<file path="config.mk">
export PLATFORM = sky130hd
export DESIGN_NAME = utf8_decoder_line_splitter_top
export DESIGN_NICKNAME = d
export VERILOG_FILES = /design/src/hw/rtl/u8ls_pkg.sv /design/src/hw/rtl/utf8_decoder_line_splitter_top.sv /design/src/hw/rtl/u8ls_front.sv /design/src/hw/rtl/u8ls_queue.sv /design/src/hw/rtl/u8ls_back.sv
export SDC_FILE = /design/constraint.sdc
export NUM_CORES = 1
export LEC_CHECK = 0
export BUFFER_PORTS_ARGS = -buffer_cell sky130_fd_sc_hd__buf_2
export CORE_MARGIN = 10
export CORE_UTILIZATION = 40
export DETAILED_ROUTE_END_ITERATION = 12
export PLACE_DENSITY = 0.67
export SYNTH_ARGS = -nofsm -noshare
export SYNTH_HDL_FRONTEND = slang
export SYNTH_SLANG_ARGS = --single-unit
export TNS_END_PERCENT = 5
</file>
<file path="constraint.sdc">
create_clock -name i_clk -period 5.6 [get_ports i_clk]
set_input_delay 1.12 -clock i_clk [delete_from_list [all_inputs] [get_ports i_clk]]
set_output_delay 1.12 -clock i_clk [all_outputs]
set_load 0.01 [all_outputs]
</file>
<file path="src/hw/rtl/u8ls_pkg.sv">
package u8ls_pkg;

    localparam int QDEPTH   = 4;
    localparam int QPTR_W   = $clog2(QDEPTH);
    localparam int QCOUNT_W = $clog2(QDEPTH + 1);

    // result kinds
    localparam logic [1:0] KIND_CHAR     = 2'd0;
    localparam logic [1:0] KIND_LINE_END = 2'd1;
    localparam logic [1:0] KIND_DROPPED  = 2'd2;

    // line break types
    localparam logic [1:0] BRK_NONE = 2'd0;
    localparam logic [1:0] BRK_LF   = 2'd1;
    localparam logic [1:0] BRK_CR   = 2'd2;
    localparam logic [1:0] BRK_CRLF = 2'd3;

    localparam logic [7:0] BYTE_LF    = 8'h0a;
    localparam logic [7:0] BYTE_CR    = 8'h0d;
    localparam logic [7:0] BOM_BYTE0  = 8'hef;
    localparam logic [7:0] BOM_BYTE1  = 8'hbb;
    localparam logic [7:0] BOM_BYTE2  = 8'hbf;

    localparam logic [15:0] MAX_LINE_RESET = 16'hffff;

    // configuration register indexes
    localparam logic REG_MAX_LINE_BYTES = 1'b0;

    typedef struct packed {
        logic [7:0] data_byte;
        logic       end_of_stream;
    } t_in_item;

    typedef struct packed {
        logic [1:0]  kind;
        logic [30:0] code_point;
        logic [2:0]  seq_len;
        logic [1:0]  break_type;
        logic        last;
    } t_out_item;

    // one queue entry holds every result of one request
    typedef struct packed {
        logic      two;
        t_out_item r0;
        t_out_item r1;
    } t_q_entry;

    typedef struct packed {
        logic     push;
        t_q_entry entry;
    } t_q_push;

    typedef struct packed {
        logic     full;
        logic     empty;
        t_q_entry head;
    } t_q_status;

    function automatic t_out_item mk_res(logic [1:0] kind, logic [30:0] cp,
                                         logic [2:0] len, logic [1:0] brk);
        t_out_item r;
        r.kind       = kind;
        r.code_point = cp;
        r.seq_len    = len;
        r.break_type = brk;
        r.last       = 1'b0;
        return r;
    endfunction

    // nonempty line that the next character would push past the limit
    function automatic logic need_split(logic [15:0] lbc, logic [2:0] len,
                                        logic [15:0] max_bytes);
        logic [16:0] sum;
        sum = {1'b0, lbc} + {14'd0, len};
        return (lbc != 16'd0) && (sum > {1'b0, max_bytes});
    endfunction

endpackage

</file>
<file path="src/hw/rtl/utf8_decoder_line_splitter_top.sv">
// Lenient UTF-8 decoder and line splitter. Each request carries one stream
// byte or an end-of-stream marker; results (a character with its code point
// and length, a line end with its break type, or a dropped incomplete
// sequence) leave one per clock while taken, with last set on the final result
// of each request. A request yields zero, one or two results, so a byte stream
// runs at one byte per clock as long as results are taken every clock; a
// request with two results holds the output until both have left. The front
// stage decodes and classifies combinationally and writes all results of a
// request into a four-entry queue; the back stage serializes them into a
// registered output, so input and output stall independently. A leading
// EF BB BF mark is dropped, CRLF is recognized across any gap between bytes,
// and end of stream flushes a pending CR, an unfinished sequence and an open
// line, then restarts for a new stream. max_line_bytes sits at address 0 of
// the APB port and should only be written while the block is idle.
module utf8_decoder_line_splitter_top (
    input  logic                i_clk,
    input  logic                i_rst_n,

    // byte requests
    input  logic                i_in_valid,
    output logic                o_in_ready,
    input  u8ls_pkg::t_in_item  i_in_item,

    // results
    output logic                o_out_valid,
    input  logic                i_out_ready,
    output u8ls_pkg::t_out_item o_out_item,

    // configuration
    input  logic                psel,
    input  logic                penable,
    input  logic                pwrite,
    input  logic [2:0]          paddr,
    input  logic [31:0]         pwdata,
    output logic [31:0]         prdata,
    output logic                pready
);
    import u8ls_pkg::*;

    logic [15:0] r_max_line_bytes;
    t_q_push     q_push;
    t_q_status   q_status;
    logic        q_pop;
    logic        reg_hit;

    // register file: one word, decode the word index from the byte address
    assign pready  = 1'b1;
    assign reg_hit = (paddr[2] == REG_MAX_LINE_BYTES);
    assign prdata  = reg_hit ? {16'd0, r_max_line_bytes} : 32'd0;

    always_ff @(posedge i_clk) begin
        if (!i_rst_n) begin
            r_max_line_bytes <= MAX_LINE_RESET;
        end else if (psel && penable && pwrite && reg_hit) begin
            r_max_line_bytes <= pwdata[15:0];
        end
    end

    // decode and classify each request
    u8ls_front u_front (
        .i_clk            (i_clk),
        .i_rst_n          (i_rst_n),
        .i_in_valid       (i_in_valid),
        .o_in_ready       (o_in_ready),
        .i_in_item        (i_in_item),
        .i_max_line_bytes (r_max_line_bytes),
        .i_q_status       (q_status),
        .o_q_push         (q_push)
    );

    // decouple decode from result delivery
    u8ls_queue u_queue (
        .i_clk      (i_clk),
        .i_rst_n    (i_rst_n),
        .i_q_push   (q_push),
        .i_pop      (q_pop),
        .o_q_status (q_status)
    );

    // serialize queued results onto the output register
    u8ls_back u_back (
        .i_clk       (i_clk),
        .i_rst_n     (i_rst_n),
        .i_q_status  (q_status),
        .o_pop       (q_pop),
        .o_out_valid (o_out_valid),
        .i_out_ready (i_out_ready),
        .o_out_item  (o_out_item)
    );

endmodule

</file>
<file path="src/hw/rtl/u8ls_front.sv">
module u8ls_front (
    input  logic                i_clk,
    input  logic                i_rst_n,
    input  logic                i_in_valid,
    output logic                o_in_ready,
    input  u8ls_pkg::t_in_item  i_in_item,
    input  logic [15:0]         i_max_line_bytes,
    input  u8ls_pkg::t_q_status i_q_status,
    output u8ls_pkg::t_q_push   o_q_push
);
    import u8ls_pkg::*;

    logic [30:0] r_accum,  n_accum;
    logic [2:0]  r_remain, n_remain;
    logic [2:0]  r_cur,    n_cur;
    logic [15:0] r_lbc,    n_lbc;
    logic        r_cr,     n_cr;
    logic        r_start,  n_start;
    logic        r_bom,    n_bom;

    t_out_item   res [2];
    logic [1:0]  cnt;
    logic        accept;

    assign o_in_ready = !i_q_status.full;
    assign accept     = i_in_valid && !i_q_status.full;

    always_comb begin
        logic [7:0]  b;
        logic [2:0]  len;
        logic [30:0] payload;
        logic [2:0]  pos;
        logic [7:0]  want;
        b        = i_in_item.data_byte;
        len      = 3'd1;
        payload  = 31'd0;
        pos      = r_cur - r_remain;
        want     = (pos == 3'd1) ? BOM_BYTE1 : BOM_BYTE2;
        n_accum  = r_accum;
        n_remain = r_remain;
        n_cur    = r_cur;
        n_lbc    = r_lbc;
        n_cr     = r_cr;
        n_start  = r_start;
        n_bom    = r_bom;
        res[0]   = mk_res(KIND_CHAR, 31'd0, 3'd0, BRK_NONE);
        res[1]   = res[0];
        cnt      = 2'd0;

        if (i_in_item.end_of_stream) begin
            // flush whatever is pending, then restart the stream state
            if (r_cr) begin
                res[cnt[0]] = mk_res(KIND_LINE_END, 31'd0, 3'd0, BRK_CR);
                cnt = cnt + 2'd1;
            end else begin
                if (r_remain != 3'd0) begin
                    res[cnt[0]] = mk_res(KIND_DROPPED, 31'd0, pos, BRK_NONE);
                    cnt = cnt + 2'd1;
                end
                if (r_lbc != 16'd0) begin
                    res[cnt[0]] = mk_res(KIND_LINE_END, 31'd0, 3'd0, BRK_NONE);
                    cnt = cnt + 2'd1;
                end
            end
            n_accum  = 31'd0;
            n_remain = 3'd0;
            n_cur    = 3'd0;
            n_lbc    = 16'd0;
            n_cr     = 1'b0;
            n_start  = 1'b1;
            n_bom    = 1'b1;
        end else if (r_remain != 3'd0) begin
            // continuation: no check, take the low six bits
            if (r_bom && b != want) begin
                n_bom = 1'b0;
            end
            n_accum  = {r_accum[24:0], b[5:0]};
            n_remain = r_remain - 3'd1;
            if (n_remain == 3'd0) begin
                if (n_bom) begin
                    n_bom = 1'b0;
                end else begin
                    if (need_split(n_lbc, r_cur, i_max_line_bytes)) begin
                        res[cnt[0]] = mk_res(KIND_LINE_END, 31'd0, 3'd0, BRK_NONE);
                        cnt = cnt + 2'd1;
                        n_lbc = 16'd0;
                    end
                    res[cnt[0]] = mk_res(KIND_CHAR, n_accum, r_cur, BRK_NONE);
                    cnt = cnt + 2'd1;
                    n_lbc = n_lbc + {13'd0, r_cur};
                end
            end
        end else begin
            n_start = 1'b0;
            if (r_cr) begin
                n_cr = 1'b0;
                if (b == BYTE_LF) begin
                    res[cnt[0]] = mk_res(KIND_LINE_END, 31'd0, 3'd0, BRK_CRLF);
                    cnt = cnt + 2'd1;
                end else begin
                    res[cnt[0]] = mk_res(KIND_LINE_END, 31'd0, 3'd0, BRK_CR);
                    cnt = cnt + 2'd1;
                end
            end
            if (!(r_cr && b == BYTE_LF)) begin
                if (b[7] == 1'b0) begin
                    len = 3'd1; payload = {23'd0, b};
                end else if (b[7:5] == 3'b110) begin
                    len = 3'd2; payload = {26'd0, b[4:0]};
                end else if (b[7:4] == 4'b1110) begin
                    len = 3'd3; payload = {27'd0, b[3:0]};
                end else if (b[7:3] == 5'b11110) begin
                    len = 3'd4; payload = {28'd0, b[2:0]};
                end else if (b[7:2] == 6'b111110) begin
                    len = 3'd5; payload = {29'd0, b[1:0]};
                end else begin
                    len = 3'd6; payload = {30'd0, b[0]};
                end
                n_bom = r_start && (b == BOM_BYTE0);
                if (len == 3'd1) begin
                    if (need_split(n_lbc, 3'd1, i_max_line_bytes)) begin
                        res[cnt[0]] = mk_res(KIND_LINE_END, 31'd0, 3'd0, BRK_NONE);
                        cnt = cnt + 2'd1;
                        n_lbc = 16'd0;
                    end
                    if (b == BYTE_LF) begin
                        res[cnt[0]] = mk_res(KIND_LINE_END, 31'd0, 3'd0, BRK_LF);
                        cnt = cnt + 2'd1;
                        n_lbc = 16'd0;
                    end else if (b == BYTE_CR) begin
                        n_lbc = 16'd0;
                        n_cr  = 1'b1;
                    end else begin
                        res[cnt[0]] = mk_res(KIND_CHAR, payload, 3'd1, BRK_NONE);
                        cnt = cnt + 2'd1;
                        n_lbc = n_lbc + 16'd1;
                    end
                end else begin
                    n_accum  = payload;
                    n_cur    = len;
                    n_remain = len - 3'd1;
                end
            end
        end

        if (cnt == 2'd1) begin
            res[0].last = 1'b1;
        end
        if (cnt == 2'd2) begin
            res[1].last = 1'b1;
        end
    end

    assign o_q_push.push     = accept && (cnt != 2'd0);
    assign o_q_push.entry.two = (cnt == 2'd2);
    assign o_q_push.entry.r0 = res[0];
    assign o_q_push.entry.r1 = res[1];

    always_ff @(posedge i_clk) begin
        if (!i_rst_n) begin
            r_accum  <= '0;
            r_remain <= '0;
            r_cur    <= '0;
            r_lbc    <= '0;
            r_cr     <= 1'b0;
            r_start  <= 1'b1;
            r_bom    <= 1'b1;
        end else if (accept) begin
            r_accum  <= n_accum;
            r_remain <= n_remain;
            r_cur    <= n_cur;
            r_lbc    <= n_lbc;
            r_cr     <= n_cr;
            r_start  <= n_start;
            r_bom    <= n_bom;
        end
    end

    a_remain_below_len: assert property (@(posedge i_clk) disable iff (!i_rst_n)
        (r_remain != 3'd0) |-> (r_remain < r_cur && !r_cr))
        else $error("sequence counter out of step with its length");

endmodule

</file>
<file path="src/hw/rtl/u8ls_queue.sv">
module u8ls_queue (
    input  logic                i_clk,
    input  logic                i_rst_n,
    input  u8ls_pkg::t_q_push   i_q_push,
    input  logic                i_pop,
    output u8ls_pkg::t_q_status o_q_status
);
    import u8ls_pkg::*;

    t_q_entry              r_mem [QDEPTH];
    logic [QPTR_W-1:0]     r_wptr, r_rptr;
    logic [QCOUNT_W-1:0]   r_count;
    logic                  do_push, do_pop;

    assign o_q_status.full  = (r_count == QCOUNT_W'(QDEPTH));
    assign o_q_status.empty = (r_count == '0);
    assign o_q_status.head  = r_mem[r_rptr];

    assign do_push = i_q_push.push && !o_q_status.full;
    assign do_pop  = i_pop && !o_q_status.empty;

    always_ff @(posedge i_clk) begin
        if (do_push) begin
            r_mem[r_wptr] <= i_q_push.entry;
        end
    end

    always_ff @(posedge i_clk) begin
        if (!i_rst_n) begin
            r_wptr  <= '0;
            r_rptr  <= '0;
            r_count <= '0;
        end else begin
            if (do_push) begin
                r_wptr <= r_wptr + QPTR_W'(1);
            end
            if (do_pop) begin
                r_rptr <= r_rptr + QPTR_W'(1);
            end
            if (do_push && !do_pop) begin
                r_count <= r_count + QCOUNT_W'(1);
            end else if (do_pop && !do_push) begin
                r_count <= r_count - QCOUNT_W'(1);
            end
        end
    end

    a_no_push_when_full: assert property (@(posedge i_clk) disable iff (!i_rst_n)
        i_q_push.push |-> !o_q_status.full)
        else $error("queue written while full");

    a_no_pop_when_empty: assert property (@(posedge i_clk) disable iff (!i_rst_n)
        i_pop |-> !o_q_status.empty)
        else $error("queue read while empty");

    a_count_bound: assert property (@(posedge i_clk) disable iff (!i_rst_n)
        (r_count <= QCOUNT_W'(QDEPTH)) &&
        ((r_count == '0 || r_count == QCOUNT_W'(QDEPTH)) || (r_wptr != r_rptr)))
        else $error("queue occupancy inconsistent with pointers");

endmodule

</file>
<file path="src/hw/rtl/u8ls_back.sv">
module u8ls_back (
    input  logic                i_clk,
    input  logic                i_rst_n,
    input  u8ls_pkg::t_q_status i_q_status,
    output logic                o_pop,
    output logic                o_out_valid,
    input  logic                i_out_ready,
    output u8ls_pkg::t_out_item o_out_item
);
    import u8ls_pkg::*;

    t_out_item r_out;
    t_out_item r_hold;
    logic      r_out_valid;
    logic      r_hold_valid;
    logic      load;

    assign load  = !r_out_valid || i_out_ready;
    assign o_pop = load && !r_hold_valid && !i_q_status.empty;

    assign o_out_valid = r_out_valid;
    assign o_out_item  = r_out;

    always_ff @(posedge i_clk) begin
        if (load) begin
            if (r_hold_valid) begin
                r_out <= r_hold;
            end else begin
                r_out  <= i_q_status.head.r0;
                r_hold <= i_q_status.head.r1;
            end
        end
    end

    always_ff @(posedge i_clk) begin
        if (!i_rst_n) begin
            r_out_valid  <= 1'b0;
            r_hold_valid <= 1'b0;
        end else if (load) begin
            if (r_hold_valid) begin
                r_out_valid  <= 1'b1;
                r_hold_valid <= 1'b0;
            end else begin
                r_out_valid  <= !i_q_status.empty;
                r_hold_valid <= !i_q_status.empty && i_q_status.head.two;
            end
        end
    end

    a_hold_behind_out: assert property (@(posedge i_clk) disable iff (!i_rst_n)
        r_hold_valid |-> (r_out_valid && !r_out.last))
        else $error("second result held without a first one in front");

endmodule
</file>
==> impl_summary.txt, run 1 <==
----------------------------------------------------
[Worst setup path]
  Critical path, cell by cell ... buf_4 -> nand4_1 -> or2_2 -> xnor2_1 -> buf_4 -> ha_1 -> nand4_1 -> nor3_1 -> a2111o_1 -> a211o_1 -> nand2_2 -> ha_1 -> a21oi_1 -> a2bb2oi_2 -> o221ai_1 -> a21oi_2 -> ha_1 -> inv_1 -> fa_1 -> xor2_1 -> or3_1 -> a21oi_1
  Type of destination of the critical path ... register
  Depth of the worst register-to-register path ... 22
  Minimum setup slack among reg-to-reg paths ... 230 ps
  Setup CP Type ... register to register
  Worst-path maximum fanout ... 6
  Data arrival at the endpoint of the critical path ... 5880 ps
  Most numerous cell on the critical path ... sky130_fd_sc_hd__ha_1
  Critical-path top delay cell ... sky130_fd_sc_hd__fa_1
  Worst R2R Start ... u_front.r_lbc[0]
  Source of the critical timing path ... u_front.r_lbc[0]
  Required arrival time at the worst endpoint ... ~6000 ps
  Crit-path max cell delay ... 450 ps
  Startpoint types ... register

[Floorplan]
  Die Span Y ... between 200 and 250 µm
  Horizontal die dimension ... 246 µm
  Num rows ... slightly above 80
  Area of the core region ... 0.0504 mm²
  Die footprint ... 0.0606 mm²
  Number of I/O pins ... 125
  Initial core utilization ... 40.6%

[Timing]
  RSZ-0062 raised after global routing ... yes
  Final count of pins violating max slew ... 0
  Post-route clock period utilization ... 95.9%
  Worst relative slew slack ... 30.9%
  Final Hold Violating Endpoints ... 0
  Setup slack of the critical path after layout ... 229 ps
  Maximum operating frequency ... 186 MHz
  Final min period ... roughly 5400 ps
  Final setup violation count ... 0
  Final clock skew ... 32.6 ps
  Measured slew at the worst slew-check pin ... 1030 ps
  Fin Hold WS ... 463 ps

[Routing]
  Post-Route WL ... 47000 µm
  Vias after detailed routing ... about 12000
  Count of TritonRoute iterations in the first routing pass ... 5
  Remaining routing DRC violations ... 0
  Vias per std cell ... around 5.4
  Remaining antenna violation count ... 0
  Iteration-0 DRC Markers ... 838
  Average routed wire per standard cell ... 20.7 µm

[Logic synthesis]
  Cell type contributing the most total cell area after synthesis ... sky130_fd_sc_hd__edfxtp_1
  Top-count cell post-synth ... sky130_fd_sc_hd__edfxtp_1
  Main flop type after synthesis ... sky130_fd_sc_hd__edfxtp_1
  Number of register bits inferred by synthesis ... 457
  Largest cells by area after synthesis ... sky130_fd_sc_hd__edfxtp_1 (56%), sky130_fd_sc_hd__mux4_2 (8.4%), sky130_fd_sc_hd__dfxtp_1 (7.5%)
  Area share of the largest cell type after synthesis ... 55.8%
  Fraction of synthesis flops using an asynchronous set or reset pin ... 0%
  Sequential fraction of the synthesis area ... 63.3%
  Number of library cell types mapped by synthesis ... 83
  Average size of a mapped cell ... 14.2 µm²
  Total standard cell area after synthesis ... 0.0204 mm²
  Commonest cells post-synth ... sky130_fd_sc_hd__edfxtp_1 (380), sky130_fd_sc_hd__nor2_1 (97), sky130_fd_sc_hd__dfxtp_1 (77)
  Instance count of the mapped netlist ... 1442
  Number of synthesized flops with an enable pin ... 380
  Total number of yosys warnings ... 0

[Global route]
  Pin count of the biggest net entering global routing ... 47
  First-pass GRT wire length ... 73000 µm
  Congestion Overflow GR ... 0
  Global routing usage summed across all routing layers ... 15.4%
  Antenna violations before repair ... 3
  Via count of the first global-routing pass ... 12500

[Clock network]
  Buffer count from post-CTS setup fixing ... 0
  Clock transition at the register clock pins on the worst setup and hold paths after CTS ... about 60 ps
  H-tree level count ... 2
  Clock root buffer ... sky130_fd_sc_hd__clkbuf_16
  Number of buffers between clock root and the deepest sink ... 3
  Post-cts gate resize count ... 0
  Number of buffers inserted during clock tree synthesis ... 46
  Worst-Skew Late Latency ... 590 ps
  Clock tree from TritonCTS ... done
  Sinks on the clock net ... 457
  # hold bufs at CTS ... 0

[Final layout]
  Fillers ... 4350
  Total number of nets in the final design ... 1680
  Area Overhead vs Synth ... 15.9%
  Share of cells above drive strength 1 ... 23.5%
  Number of non-filler instances in the completed layout ... 2275
  Cell area after layout ... 0.0237 mm²
  Antenna Cells ... 0

[Power and ir drop]
  Power density relative to cell area ... between 300 and 400 mW/mm²
  P_leak ... slightly below 9 nW
  Power Total ... 9.39 mW
  VDD IR-drop max ... 0.000237 V

[Status]
  Run status ... complete, no violations

[Job]
  Maximum Capacitance Violations ... 0

[Place]
  Post-place setup slack ... between 90 and 100 ps
  Global placer's final weighted congestion ... slightly above 0.9
  Port Buf Inserts ... 89
  Post-placement cell area ... 0.0220 mm²
  Inst Count DP ... ~2200
  DP Wirelength ... 31000 µm

[Hold path]
  Worst hold path startpoint ... u_front.r_accum[22]
  Hold Path Depth ... 2
  Worst hold path class ... register to register

----------------------------------------------------
==> flip-flops by register name, indices dropped and copies added, names as in the netlist, 2 cells and up, named ones only <==
signal and cells:
u_queue.r_mem 304, u_front.r_cur 3, u_front.r_accum 25, u_back.r_hold 37, r_max_line_bytes 16, u_queue.r_count 3, u_front.r_lbc 16, u_back.o_out_item 39
u_queue.r_wptr 2, u_front.r_remain 3, u_queue.r_rptr 2
==> final timing paths <==
path	to
worst min-delay path	u_front.r_accum[22]
worst min register to register	u_front.r_accum[22]
worst max-delay path	u_queue.r_count[2]
worst max register to register	u_queue.r_count[2]
==> through the flow <==
stage               TNS (ps)  util, %
floorplan             -80040        -
global placement           0     43.8
detailed placement         0     43.8
CTS                        0     46.9
global route           -16.4     47.0
finish                     0     47.0
==> kinds of logic (layout without fill, tap and decap cells) <==
kind of cell / count (synthesis) / count (layout) / share of synthesized area [%]
simple gates: 389 / 389 / 9.68
fa+ha+maj: 64 / 64 / 4.06
other cells: 2 / 17 / 0.0367
compound gates: 217 / 217 / 7.12
flops: 457 / 457 / 63.3
mux: 119 / 119 / 10.7
buf+inv: 152 / 298 / 3.18
xor+xnor: 42 / 42 / 1.87
==> layer usage <==
metal	track usage [%]	routed length (µm)	part of all wire, %
met3	3.31	2710	5.8
met4	3.94	903	1.9
met1	19.3	19800	42
met2	26.4	23600	50
met5	0	33	0.070
==> worst max-delay path: cells and delay by family, from the launching register on <==
family / cells / cell delay (ps)
adder cells (fa/ha/maj): 4 / 1220
flip-flops: 1 / 340
AO/OA/AOI/OAI: 7 / 1750
XOR/XNOR: 2 / 310
AND/OR/NAND/NOR: 6 / 1300
buffers and inverters: 3 / 370
==> final cells by class <==
cell class              count  area (µm²)  area share, %
inverters                  59         221          0.935
well taps                 672         841           3.55
multi-input cells         848        6970           29.4
repair buffers            153        1100           4.65
clock inverters            25         320           1.35
flip-flops and latches    457       13000           54.7
clock buffers              61        1280           5.39
==> power by group <==
group	switching, mW	internal [mW]
clock network	1.32	1.86
registers	0.223	4.26
logic	0.931	0.798
==> layout by cell type, fill, tap and decap left out, types with 6 or more instances in the layout <==
cell                        Yosys  final
sky130_fd_sc_hd__buf_4         17     50
sky130_fd_sc_hd__and3_1         7      7
sky130_fd_sc_hd__and2_1        59     55
sky130_fd_sc_hd__nor2_1        97     95
sky130_fd_sc_hd__mux2_2        38     38
sky130_fd_sc_hd__mux4_2        76     76
sky130_fd_sc_hd__nor3_1        20     20
sky130_fd_sc_hd__inv_1         58     57
sky130_fd_sc_hd__or3_1         12     10
sky130_fd_sc_hd__nor2b_1        7      6
sky130_fd_sc_hd__ha_1          60     60
sky130_fd_sc_hd__nand2_1       75     74
sky130_fd_sc_hd__clkbuf_1      56      8
sky130_fd_sc_hd__buf_12         0     14
sky130_fd_sc_hd__xnor2_1       27     27
sky130_fd_sc_hd__xor2_1        14     14
sky130_fd_sc_hd__a31oi_1        8      8
sky130_fd_sc_hd__nand3_1       51     50
sky130_fd_sc_hd__conb_1         2     17
sky130_fd_sc_hd__o211ai_1      19     19
sky130_fd_sc_hd__a2111oi_0      6      6
sky130_fd_sc_hd__clkbuf_16      0     46
sky130_fd_sc_hd__a22o_1         6      6
sky130_fd_sc_hd__a211oi_1       7      7
sky130_fd_sc_hd__edfxtp_1     380    380
sky130_fd_sc_hd__buf_2         12     89
sky130_fd_sc_hd__dfxtp_1       77     73
sky130_fd_sc_hd__o21ai_0       34     32
sky130_fd_sc_hd__nor4_1         6      6
sky130_fd_sc_hd__nand4_1       21     21
sky130_fd_sc_hd__clkbuf_8       0      7
sky130_fd_sc_hd__a21oi_1       73     72
sky130_fd_sc_hd__nand2b_1      11     11
Note: power is estimated with default switching activity, not from simulation.
==> inputs of run 2 (changes only) <==
--- a/config.mk
+++ b/config.mk
@@ -8,8 +8,10 @@
 export BUFFER_PORTS_ARGS = -buffer_cell sky130_fd_sc_hd__buf_2
 export CORE_MARGIN = 10
 export CORE_UTILIZATION = 40
+export CTS_BUF_LIST = sky130_fd_sc_hd__clkbuf_8
 export DETAILED_ROUTE_END_ITERATION = 12
 export PLACE_DENSITY = 0.67
+export RECOVER_POWER = 100
 export SYNTH_ARGS = -nofsm -noshare
 export SYNTH_HDL_FRONTEND = slang
 export SYNTH_SLANG_ARGS = --single-unit
==> run 2 against run 1 <==
Net effect:
- the flow now finishes with violations (max-capacitance violations, max-slew violations)
- power down 6.1%
- routed wire length is 0.25% higher
- highest routed layer unchanged
- sequential share of layout area up 0.78 points
- final cell count increased by 2.2%
- hold slack got worse by 6.0 ps
- flip-flop and latch count did not move
- clock skew rose by 36 ps
==> impl_summary.txt, run 2 (synthesized netlist as in run 1, its figures left out) <==
----------------------------------------------------
[Status]
  Run status ... finished with violations
  Violations in the final reports ... max-capacitance violations, max-slew violations

[Final layout]
  Area Overhead vs Synth ... 14.2%
  Area taken by multi-input logic gates ... 0.00697 mm² (about the same)
  Most frequent cells in the layout ... sky130_fd_sc_hd__edfxtp_1 (380), sky130_fd_sc_hd__nor2_1 (95), sky130_fd_sc_hd__inv_1 (85)
  Total number of nets in the final design ... 1709 (+1.7%)
  Most flops, register ... u_queue.r_mem
  Antenna Cells ... 0 (unchanged)
  Cell area after layout ... 0.0233 mm² (-1.5%)
  Number of non-filler instances in the completed layout ... 2326 (+2.2%)
  Fillers ... 4447 (+2.2%)
  Share of cells above drive strength 1 ... 19.1% (-4.4 points)
  Commonest non-fill, non-tap cell in the layout ... sky130_fd_sc_hd__edfxtp_1
  Flip-flop count of the largest register after layout ... 304 (unchanged)
  Storage cell area ... 0.0130 mm² (about the same)

[Routing]
  Vias after detailed routing ... 12400 (+1.2%)
  Average routed wire per standard cell ... 20.3 µm (-1.9%)
  Vias per std cell ... 5.34 (-0.99%)
  Remaining routing DRC violations ... 0 (unchanged)
  Remaining antenna violation count ... 0 (unchanged)
  Count of TritonRoute iterations in the first routing pass ... 5 (unchanged)
  Post-Route WL ... 47200 µm (+0.25%)
  Iteration-0 DRC Markers ... 831 (-0.84%)

[Worst setup path]
  Critical path, cell by cell ... buf_4 -> ha_1 -> nand3_2 -> or3_4 -> nor2_1 -> xnor2_1 -> ha_1 -> a21o_1 -> a21oi_1 -> o21ai_0 -> a211o_1 -> nand2_2 -> ha_1 -> a21oi_1 -> a2bb2oi_2 -> o221ai_1 -> a21oi_2 -> ha_1 -> inv_1 -> fa_1 -> xor2_1 -> or3_1 -> a21oi_1
  Required arrival time at the worst endpoint ... 6160 ps (+50 ps)
  Critical-path top delay cell ... sky130_fd_sc_hd__fa_1
  Worst-path maximum fanout ... 6 (unchanged)
  Setup CP Type ... register to register
  Crit-path max cell delay ... 450 ps (about the same)
  Type of destination of the critical path ... register
  Data arrival at the endpoint of the critical path ... 5930 ps (+50 ps)
  Startpoint types ... register
  Most numerous cell on the critical path ... sky130_fd_sc_hd__ha_1

[Place]
  DP Wirelength ... 31000 µm (unchanged)
  Port Buf Inserts ... 89 (unchanged)
  Inst Count DP ... 2189 (unchanged)
  Global placer's final weighted congestion ... 0.911 (unchanged)
  Post-placement cell area ... 0.0220 mm² (unchanged)

[Timing]
  Final Hold Violating Endpoints ... 0 (unchanged)
  Final min period ... 5370 ps (+0.286 ps)
  Final setup violation count ... 0 (unchanged)
  Final count of pins violating max slew ... 140 (+140)
  Final clock skew ... 69.0 ps (+36.4 ps)
  Post-route clock period utilization ... 95.9% (about the same)
  Maximum operating frequency ... 186 MHz (about the same)
  Worst relative slew slack ... -96.1% (-130 points)
  Measured slew at the worst slew-check pin ... 2940 ps (+1910 ps)
  Fin Hold WS ... 457 ps (-5.96 ps)
  Post-Route Setup TNS ... 0 ps (unchanged)

[Clock network]
  Worst-Skew Late Latency ... 660 ps (+70 ps)
  Clock root buffer ... sky130_fd_sc_hd__clkbuf_8
  # hold bufs at CTS ... 0 (unchanged)
  Sinks on the clock net ... 457 (unchanged)
  Number of buffers inserted during clock tree synthesis ... 74 (+61%)
  Clock transition at the register clock pins on the worst setup and hold paths after CTS ... 60 ps (about the same)
  Number of buffers between clock root and the deepest sink ... 3 (unchanged)
  H-tree level count ... 3 (+1)
  Clock tree from TritonCTS ... done

[Power and ir drop]
  VDD IR-drop max ... 0.000196 V (-17%)
  P_leak ... 8.46 nW (-2.4%)
  Power density relative to cell area ... 378 mW/mm² (-4.7%)
  Power Total ... 8.82 mW (-6.1%)

[Floorplan]
  Initial core utilization ... 40.6% (unchanged)
  Die footprint ... 0.0606 mm² (unchanged)
  Horizontal die dimension ... 246 µm (unchanged)
  Area of the core region ... 0.0504 mm² (unchanged)
  Die Span Y ... 246 µm (unchanged)
  Num rows ... 82 (unchanged)
  Number of I/O pins ... 125 (unchanged)

[Global route]
  Global routing usage summed across all routing layers ... 15.5% (+0.17 points)
  Pin count of the biggest net entering global routing ... 47 (unchanged)
  Via count of the first global-routing pass ... 12700 (+1.4%)
  First-pass GRT wire length ... 73400 µm (+0.48%)
  Antenna violations before repair ... 3 (unchanged)
  Congestion Overflow GR ... 0 (unchanged)

[Hold path]
  Worst hold path class ... register to register

[Job]
  Maximum Capacitance Violations ... 4 (+4)

----------------------------------------------------
==> run 2: cell types whose count changed in the layout (fill, tap and decap cells not counted), sizes merged <==
cell,previous run,this run
bufinv,5,1
clkinv,11,24
inv,64,89
clkbuf,61,149
buf,153,81
clkinvlp,4,5
==> run 2: layout make-up <==
| class | count | share of cell area [%] |
|---|---|---|
| well taps | 672 | 3.60 |
| multi-input cells | 848 | 29.8 |
| inverters | 59 | 0.949 |
| clock inverters | 60 | 1.41 |
| clock buffers | 76 | 4.48 |
| flip-flops and latches | 457 | 55.5 |
| repair buffers | 154 | 4.23 |
==> run 2: path summary, 6_finish.rpt <==
path                       startpoint             endpoint  slack, ps  cells after the start
setup reg to reg     u_front.r_lbc[0]   u_queue.r_count[2]        230                     23
setup / recovery     u_front.r_lbc[0]   u_queue.r_count[2]        230                     23
hold / removal    u_front.r_accum[19]  u_front.r_accum[19]        460                      2
hold reg to reg   u_front.r_accum[19]  u_front.r_accum[19]        460                      2
==> run 2: layer usage <==
metal / global-route usage, % / share of wire (%) / up-vias
met5: 0 / 0.070 / -
met4: 4.76 / 2.0 / 6
met3: 3.82 / 6.6 / 73
met2: 26.4 / 50 / 397
met1: 19.2 / 42 / 6129
li1: - / - / 5805
==> run 2: stage by stage <==
step	utilization (%)	setup WS, ps
CTS	46.5	30.7
detailed placement	43.8	93.4
global placement	43.8	223
global route	46.3	-12.1
floorplan	-	-351
finish	46.3	228
==> run 2: where the power goes <==
part / switching (mW) / leakage [nW] / internal [mW]
clock: 1.31 / 0.789 / 1.33
combinational: 0.931 / 3.23 / 0.749
sequential: 0.227 / 4.45 / 4.27
total: 2.47 / 8.46 / 6.35
==> run 2: critical path, delay by kind of cell, from the launching register on <==
kind                     cells  cell delay (ps)
flip-flops                   1              340
AO/OA/AOI/OAI                9             1810
adder cells (fa/ha/maj)      5             1400
XOR/XNOR                     2              340
buffers and inverters        2              240
AND/OR/NAND/NOR              5             1160
==> run 2: what timing repair did <==
action / 4_1_cts / 5_1_grt
endpoints found under the setup margin: 0 / 19
gates resized for setup: 0 / 14
hold endpoints to repair: 0 / 0
setup buffers: 0 / 1
